`src/rtl/pofc_pkg.sv`:
```
package pofc_pkg;

  localparam int FLOW_W  = 6;
  localparam int ORDER_W = 32;
  localparam int LEN_W   = 14;
  localparam int CNT_W   = 48;

  localparam logic [CNT_W-1:0] CNT_MAX   = {CNT_W{1'b1}};
  localparam logic [CNT_W-1:0] HDR_BYTES = CNT_W'(24);
  localparam logic [ORDER_W-1:0] UNSEEN  = '0;

  // one packet descriptor as it travels from the front to the back
  typedef struct packed {
    logic [FLOW_W-1:0]  flow_id;
    logic [ORDER_W-1:0] order_num;
    logic [LEN_W-1:0]   payload_len;
    logic               in_range;
  } desc_t;

endpackage

```
`src/rtl/pofc_front.sv`:
```
module pofc_front import pofc_pkg::*; #(
  parameter int NUM_FLOWS = 64
) (
  input  logic               clk,
  input  logic               rst_n,
  input  logic               in_valid,
  output logic               in_stall,
  input  logic [FLOW_W-1:0]  in_flow_id,
  input  logic [ORDER_W-1:0] in_order_num,
  input  logic [LEN_W-1:0]   in_payload_len,
  output logic               q_vld,
  output desc_t              q_head,
  input  logic               q_pop
);

  desc_t       slot_r [2];
  logic        wr_ptr_r, wr_ptr_nxt;
  logic        rd_ptr_r, rd_ptr_nxt;
  logic [1:0]  cnt_r, cnt_nxt;
  logic        push;
  desc_t       in_desc;

  always_comb begin
    in_desc.flow_id     = in_flow_id;
    in_desc.order_num   = in_order_num;
    in_desc.payload_len = in_payload_len;
    in_desc.in_range    = (32'(in_flow_id) < 32'(NUM_FLOWS));
  end

  assign in_stall = (cnt_r == 2'd2);
  assign push     = in_valid && !in_stall;
  assign q_vld    = (cnt_r != 2'd0);
  assign q_head   = slot_r[rd_ptr_r];

  always_comb begin
    wr_ptr_nxt = wr_ptr_r ^ push;
    rd_ptr_nxt = rd_ptr_r ^ q_pop;
    cnt_nxt    = cnt_r + 2'(push) - 2'(q_pop);
  end

  always_ff @(posedge clk) begin
    if (!rst_n) begin
      wr_ptr_r <= 1'b0;
      rd_ptr_r <= 1'b0;
      cnt_r    <= 2'd0;
    end else begin
      wr_ptr_r <= wr_ptr_nxt;
      rd_ptr_r <= rd_ptr_nxt;
      cnt_r    <= cnt_nxt;
    end
  end

  always_ff @(posedge clk) begin
    if (push) begin
      slot_r[wr_ptr_r] <= in_desc;
    end
  end

endmodule

```
`src/rtl/pofc_back.sv`:
```
module pofc_back import pofc_pkg::*; #(
  parameter int NUM_FLOWS = 64
) (
  input  logic               clk,
  input  logic               rst_n,
  input  logic               q_vld,
  input  desc_t              q_head,
  output logic               q_pop,
  output logic               out_valid,
  input  logic               out_stall,
  output logic               out_accepted,
  output logic               out_order_error,
  output logic [ORDER_W-1:0] out_expected_order,
  output logic [CNT_W-1:0]   out_byte_total
);

  // only flows reachable through the flow field get an entry
  localparam int TBL_DEPTH = (NUM_FLOWS < (1 << FLOW_W)) ? NUM_FLOWS : (1 << FLOW_W);
  localparam int AW        = $clog2(TBL_DEPTH);

  logic [ORDER_W-1:0] tbl_mem [TBL_DEPTH];
  logic [TBL_DEPTH-1:0] ent_vld_r;

  desc_t              ex_r;
  logic               ex_vld_r;
  logic [ORDER_W-1:0] rd_data_r;
  logic               fwd_vld_r;
  logic [AW-1:0]      fwd_idx_r;
  logic [ORDER_W-1:0] fwd_data_r;

  logic               halted_r, halted_nxt;
  logic [CNT_W-1:0]   cnt_r, cnt_nxt;
  logic               out_vld_r;

  logic [AW-1:0]      ex_idx, hd_idx;
  logic               ex_go, ex_load;
  logic [ORDER_W-1:0] stored;
  logic               match, wr_en, wr_fire, acc;
  logic [ORDER_W-1:0] wr_data;
  logic [CNT_W:0]     sum;

  assign ex_idx = ex_r.flow_id[AW-1:0];
  assign hd_idx = q_head.flow_id[AW-1:0];

  assign ex_go   = ex_vld_r && (!out_vld_r || !out_stall);
  assign ex_load = q_vld && (!ex_vld_r || ex_go);
  assign q_pop   = ex_load;

  always_comb begin
    // a write at the edge that loaded this item is not in the read data
    if (!ex_r.in_range || !ent_vld_r[ex_idx]) begin
      stored = UNSEEN;
    end else if (fwd_vld_r && (fwd_idx_r == ex_idx)) begin
      stored = fwd_data_r;
    end else begin
      stored = rd_data_r;
    end

    match      = (stored == UNSEEN) || (stored == ex_r.order_num);
    wr_data    = ex_r.order_num + ORDER_W'(1);
    sum        = {1'b0, cnt_r} + (CNT_W+1)'(ex_r.payload_len) + {1'b0, HDR_BYTES};
    halted_nxt = halted_r;
    cnt_nxt    = cnt_r;
    wr_en      = 1'b0;
    acc        = 1'b0;
    if (!halted_r && ex_r.in_range) begin
      if (match) begin
        wr_en   = 1'b1;
        acc     = 1'b1;
        cnt_nxt = (sum > {1'b0, CNT_MAX}) ? CNT_MAX : sum[CNT_W-1:0];
      end else begin
        halted_nxt = 1'b1;
      end
    end
  end

  assign wr_fire = ex_go && wr_en;

  always_ff @(posedge clk) begin
    if (wr_fire) begin
      tbl_mem[ex_idx] <= wr_data;
    end
    if (ex_load) begin
      rd_data_r <= tbl_mem[hd_idx];
      ex_r      <= q_head;
      fwd_idx_r <= ex_idx;
      fwd_data_r <= wr_data;
    end
    if (ex_go) begin
      out_accepted       <= acc;
      out_order_error    <= halted_nxt;
      out_expected_order <= stored;
      out_byte_total     <= cnt_nxt;
    end
  end

  always_ff @(posedge clk) begin
    if (!rst_n) begin
      ent_vld_r <= '0;
      ex_vld_r  <= 1'b0;
      fwd_vld_r <= 1'b0;
      halted_r  <= 1'b0;
      cnt_r     <= '0;
      out_vld_r <= 1'b0;
    end else begin
      if (wr_fire) begin
        ent_vld_r[ex_idx] <= 1'b1;
      end
      if (ex_load) begin
        fwd_vld_r <= wr_fire;
      end
      if (ex_go) begin
        halted_r <= halted_nxt;
        cnt_r    <= cnt_nxt;
      end
      if (ex_load) begin
        ex_vld_r <= 1'b1;
      end else if (ex_go) begin
        ex_vld_r <= 1'b0;
      end
      if (ex_go) begin
        out_vld_r <= 1'b1;
      end else if (!out_stall) begin
        out_vld_r <= 1'b0;
      end
    end
  end

  assign out_valid = out_vld_r;

endmodule

```
`src/rtl/per_flow_order_checker_unit.sv`:
```
// An accepted item goes through the front queue, the compare stage and the output register to out_valid.
// Throughput: one item per cycle while out_stall is low; the expected-order table does one
// read-modify-write per item, with the previous item's write forwarded to the compare stage.
// Reset (synchronous, rst_n low) clears the table valid bits, the halt flag and the
// byte counter at once; the block takes items in the first cycle after reset.
module per_flow_order_checker_unit import pofc_pkg::*; #(
  parameter int NUM_FLOWS = 64
) (
  input  logic               clk,
  input  logic               rst_n,
  input  logic               in_valid,
  output logic               in_stall,
  input  logic [FLOW_W-1:0]  in_flow_id,
  input  logic [ORDER_W-1:0] in_order_num,
  input  logic [LEN_W-1:0]   in_payload_len,
  output logic               out_valid,
  input  logic               out_stall,
  output logic               out_accepted,
  output logic               out_order_error,
  output logic [ORDER_W-1:0] out_expected_order,
  output logic [CNT_W-1:0]   out_byte_total
);

  logic  q_vld;
  logic  q_pop;
  desc_t q_head;

  pofc_front #(
    .NUM_FLOWS (NUM_FLOWS)
  ) u_front (
    .clk            (clk),
    .rst_n          (rst_n),
    .in_valid       (in_valid),
    .in_stall       (in_stall),
    .in_flow_id     (in_flow_id),
    .in_order_num   (in_order_num),
    .in_payload_len (in_payload_len),
    .q_vld          (q_vld),
    .q_head         (q_head),
    .q_pop          (q_pop)
  );

  pofc_back #(
    .NUM_FLOWS (NUM_FLOWS)
  ) u_back (
    .clk                (clk),
    .rst_n              (rst_n),
    .q_vld              (q_vld),
    .q_head             (q_head),
    .q_pop              (q_pop),
    .out_valid          (out_valid),
    .out_stall          (out_stall),
    .out_accepted       (out_accepted),
    .out_order_error    (out_order_error),
    .out_expected_order (out_expected_order),
    .out_byte_total     (out_byte_total)
  );

endmodule

```
`config.mk`:
```
export PLATFORM = sky130hd
export DESIGN_NAME = per_flow_order_checker_unit
export DESIGN_NICKNAME = d
export VERILOG_FILES = /design/src/rtl/pofc_pkg.sv /design/src/rtl/pofc_front.sv /design/src/rtl/pofc_back.sv /design/src/rtl/per_flow_order_checker_unit.sv
export SDC_FILE = /design/constraint.sdc
export NUM_CORES = 2
export LEC_CHECK = 0
export BUFFER_PORTS_ARGS = -buffer_cell sky130_fd_sc_hd__buf_2
export CORE_MARGIN = 2
export CORE_UTILIZATION = 40
export DETAILED_ROUTE_END_ITERATION = 7
export GPL_ROUTABILITY_DRIVEN = 1
export SETUP_SLACK_MARGIN = 0.5
export SLEW_MARGIN = 20
export SYNTH_ARGS = -nofsm -noshare
export SYNTH_HDL_FRONTEND = slang
export SYNTH_SLANG_ARGS = --single-unit
export TNS_END_PERCENT = 5
```
`constraint.sdc`:
```
create_clock -name clk -period 10.3 [get_ports clk]
set_clock_uncertainty 0.2 [all_clocks]
set_input_delay 2.06 -clock clk [delete_from_list [all_inputs] [get_ports clk]]
set_output_delay 2.06 -clock clk [all_outputs]
set_load 0.005 [all_outputs]
```
==> run summary <==
The initial antenna violation count is 30. The slew at the pin with the worst max-slew slack is 1199 ps. The standard cell core area is 250900 sq um.

In this run the register-to-register setup slack is 2420 ps. The startpoint type of the worst setup path is a register. Dividing the detail-routed via count by the number of cells gives 5.779. The post-detailed-route wirelength per cell came out at 26.40 um. The starting density of the core came out at 0.4014. Setup repair after global routing left no endpoint under its margin. The wire-length estimate of the detail-placed layout is 178700 um. The signal on the critical path passes through nor2b_1 -> nand2_1 -> a41oi_1 -> a2111o_1 -> nor2_4 -> buf_4 -> a21o_1 -> a2111o_1 -> or4_1 -> o21ai_4 -> nand3_2 -> nor2_4. The die is 505.8 um wide. The final number of max-transition violations is 0. The final cell area excluding filler cells is 114300 sq um.

Counting along the longest clock path gives a buffer depth of 4. VDD sags by at most 0.2357 mV. During synthesis, Yosys emitted a total of 0 warnings. The vertical extent of the die is 505.8 um. After routing, the total negative slack on setup checks comes to 0 ps. The layout-stage area growth over the synthesis result came out at 13.45%. TritonCTS built the clock tree. The number of hold violations in the final report is 0.

The number of placed instances with taps included is 11050. Along the worst path, the maximum fanout reaches 32. The analysis attributes to cell leakage a power of 38.60 nW.

The relative slew slack is 0.1950. The data arrival time of the critical path came out at 8220 ps. After the flow finishes, the layout carries non-filler instances totaling 11540.

The count of standard-cell rows came out at 184. The number of iterations in the first detailed-routing pass came out at 6. The number of library cell types mapped by synthesis is 88. The number of global-route vias before repair came to 62990.

STA puts the critical path data required time at 10640 ps. Leaving out fill and tap cells, the most frequent cell in the layout is sky130_fd_sc_hd__edfxtp_1. The area of the multi-input gates came out at 26130 sq um.

The routed wire length is 304800 um. The number of nets with antenna violations after detailed routing is 0. The total power density per cell area came out at 282.6 nW/um^2.

The post-synthesis cell count is 7992. The worst hold path belongs to the class register to register. The CTS sink count came out at 2477.

The setup violation total in the final timing report is 0. The total number of vias is 66710. The number of nets in the final layout is 8084. The buffer count from post-CTS setup fixing came out at 0. The number of nets in the synthesized netlist is 8082. The number of top-level pins is 140.

The most used flip-flop cell after synthesis is sky130_fd_sc_hd__edfxtp_1. The initial detailed-routing violation count came out at 8685. At the end of routability-driven placement, the weighted congestion stood at 0.9136.

The total of hold buffers inserted after clock tree synthesis came out at 0. The layout cell share with drive strength beyond 1 is 0.1027. The master of the slowest instance on the critical path is sky130_fd_sc_hd__nor2_4. The post-synthesis cell area is 100700 sq um.

The number of synthesized flops with an enable pin came out at 2356. Entering global routing, the biggest net connects 154 pins. The share of async-settable or async-resettable flops after synthesis is 0. Max-cap violations in this run came to 0.

In the routed design, unresolved DRC markers number 0. The worst setup path is captured at a register. The latest clock arrival within the worst-skew pair came out at 940 ps.

The post-synthesis area per instance is 12.60 sq um. The run finished with clean final reports. In this run the number of H-tree levels came out at 5.

The wire length of the first global-routing pass is 440000 um. The CTS clock-pin slew for the worst setup and hold paths came out at 60 ps. The placed instance area came out at 105600 sq um.

In the layout the commonest cells are sky130_fd_sc_hd__edfxtp_1 (2356), sky130_fd_sc_hd__nand2_1 (2189), sky130_fd_sc_hd__nand3_1 (1093). The sequential standard cell area came out at 73170 sq um. The clock period could shrink to 7884 ps. The clock buffer count from CTS came out at 277. The quantity of gates resized following cts is 0.

The count of input and output buffers came out at 139. The full die area is 255800 sq um. For this run, the slowest stage of the critical path takes 1260 ps. The global-route total usage across every layer came out at 0.2323. The category of the most critical setup path is register to register. The synthesized design contains 2477 register bits.

Summed over all layers, the global routing overflow is 0. The post-synthesis sequential area ratio came out at 0.7265. The portion of the clock cycle consumed by the worst path in the final layout came out at 0.7654. The number of fillers in the final layout is 22270.

The tree is rooted in a sky130_fd_sc_hd__clkbuf_16. The timing-limited maximum frequency came out at 126.8 MHz.
-- logic make-up (layout without fill, tap and decap cells) --
group,Yosys count,count (layout),share of synthesized area
simple gates,3890,3890,0.1706
flops,2477,2477,0.7265
compound gates,851,851,0.06144
buf+inv,606,797,0.02359
mux,85,85,0.009366
xor+xnor,49,49,0.004261
fa+ha+maj,34,34,0.004298
other cells,0,12,0
-- layout make-up --
type | count | area share
tap | 3348 | 0.03666
sequential | 2477 | 0.6403
timing repair buffer | 284 | 0.01917
clock inverter | 110 | 0.007982
antenna | 12 | 0.0002628
clock buffer | 358 | 0.06526
inverter | 45 | 0.001686
multi-input combinational | 4909 | 0.2286
-- through the flow --
step	setup slack, ps	total power, mW	utilization	hold slack [ps]
global route	2233	33.40	0.4552	263.9
finish	2416	32.29	0.4554	244.4
detailed placement	2516	23.01	0.4207	236.2
floorplan	891.0	18.57	-	216.8
CTS	2465	32.27	0.4540	247.3
global placement	2571	22.89	0.4204	228.0
-- final timing paths --
check / endpoint / cells past startpoint / startpoint
setup / recovery: u_back.tbl_mem[58][29]$_DFFE_PP_ / 12 / u_back.ex_idx[4]$_DFFE_PP_
hold / removal: u_back.ent_vld_r[50]$_SDFFE_PN0P_ / 2 / u_back.ent_vld_r[50]$_SDFFE_PN0P_
setup reg to reg: u_back.tbl_mem[58][29]$_DFFE_PP_ / 12 / u_back.ex_idx[4]$_DFFE_PP_
hold reg to reg: u_back.ent_vld_r[50]$_SDFFE_PN0P_ / 2 / u_back.ent_vld_r[50]$_SDFFE_PN0P_
-- synthesized netlist by cell type, drive strengths merged (12+ instances only) --
cell type | instances | area [sq um]
nand2 | 2190 | 8223
nor3 | 50 | 277.8
clkbuf | 483 | 1813
a31oi | 65 | 406.6
dfxtp | 121 | 2422
nor2 | 188 | 705.7
o22ai | 13 | 81.33
inv | 45 | 168.9
nand4b | 20 | 175.2
a211oi | 26 | 195.2
a21oi | 159 | 807.0
a311oi | 366 | 3212
nand4 | 28 | 175.2
and2 | 25 | 158.9
nand3 | 1100 | 5540
buf | 78 | 394.1
and3 | 154 | 963.4
and4 | 15 | 131.4
o21ai | 121 | 616.9
ha | 33 | 412.9
xor2 | 17 | 148.9
nor2b | 46 | 287.8
xnor2 | 32 | 280.3
a22oi | 13 | 97.59
mux2 | 54 | 608.1
edfxtp | 2356 | 70750
mux2i | 29 | 290.3
nand2b | 23 | 143.9
and3b | 12 | 105.1
-- registers in the layout, summed over array words and instances (netlist names), named ones only --
register,cells
u_front.cnt_r,2
u_back.ent_vld_r,64
u_back.out_order_error,1
u_back.out_valid,1
u_back.fwd_vld_r,1
u_back.tbl_mem,2048
u_back.cnt_r,48
u_back.out_accepted,1
u_back.fwd_data_r,32
u_back.fwd_idx_r,6
u_back.ex_vld_r,1
u_front.slot_r,104
u_back.halted_r,1
u_back.ex_idx,6
u_front.wr_ptr_r,1
u_back.out_byte_total,48
u_back.out_expected_order,32
u_back.ex_r,46
u_front.rd_ptr_r,1
u_back.rd_data_r,32
-- layer usage --
| metal | part of all wire | vias to the layer above | track usage | wire length (um) |
|---|---|---|---|---|
| li1 | - | 29550 | - | - |
| met1 | 0.41 | 33320 | 0.3281 | 125700 |
| met2 | 0.46 | 3298 | 0.3570 | 139900 |
| met3 | 0.090 | 521 | 0.04444 | 27480 |
| met4 | 0.038 | 16 | 0.08677 | 11650 |
| met5 | 0.00034 | - | 0 | 104 |
-- power by group --
group / switching, mW / internal (mW) / total [mW]
combinational: 7.37 / 2.11 / 9.49
clock: 3.88 / 5.44 / 9.31
sequential: 0.507 / 13.0 / 13.5
total: 11.8 / 20.5 / 32.3
-- worst max-delay path: cells and delay by family, from the launching register on --
family,cells,cell delay [ps]
AOI/OAI and AO/OA,5,2230
DFF,1,520
buffers and inverters,1,310
and+or+nand+nor,6,4170
Power figures use the tool's default switching activity.
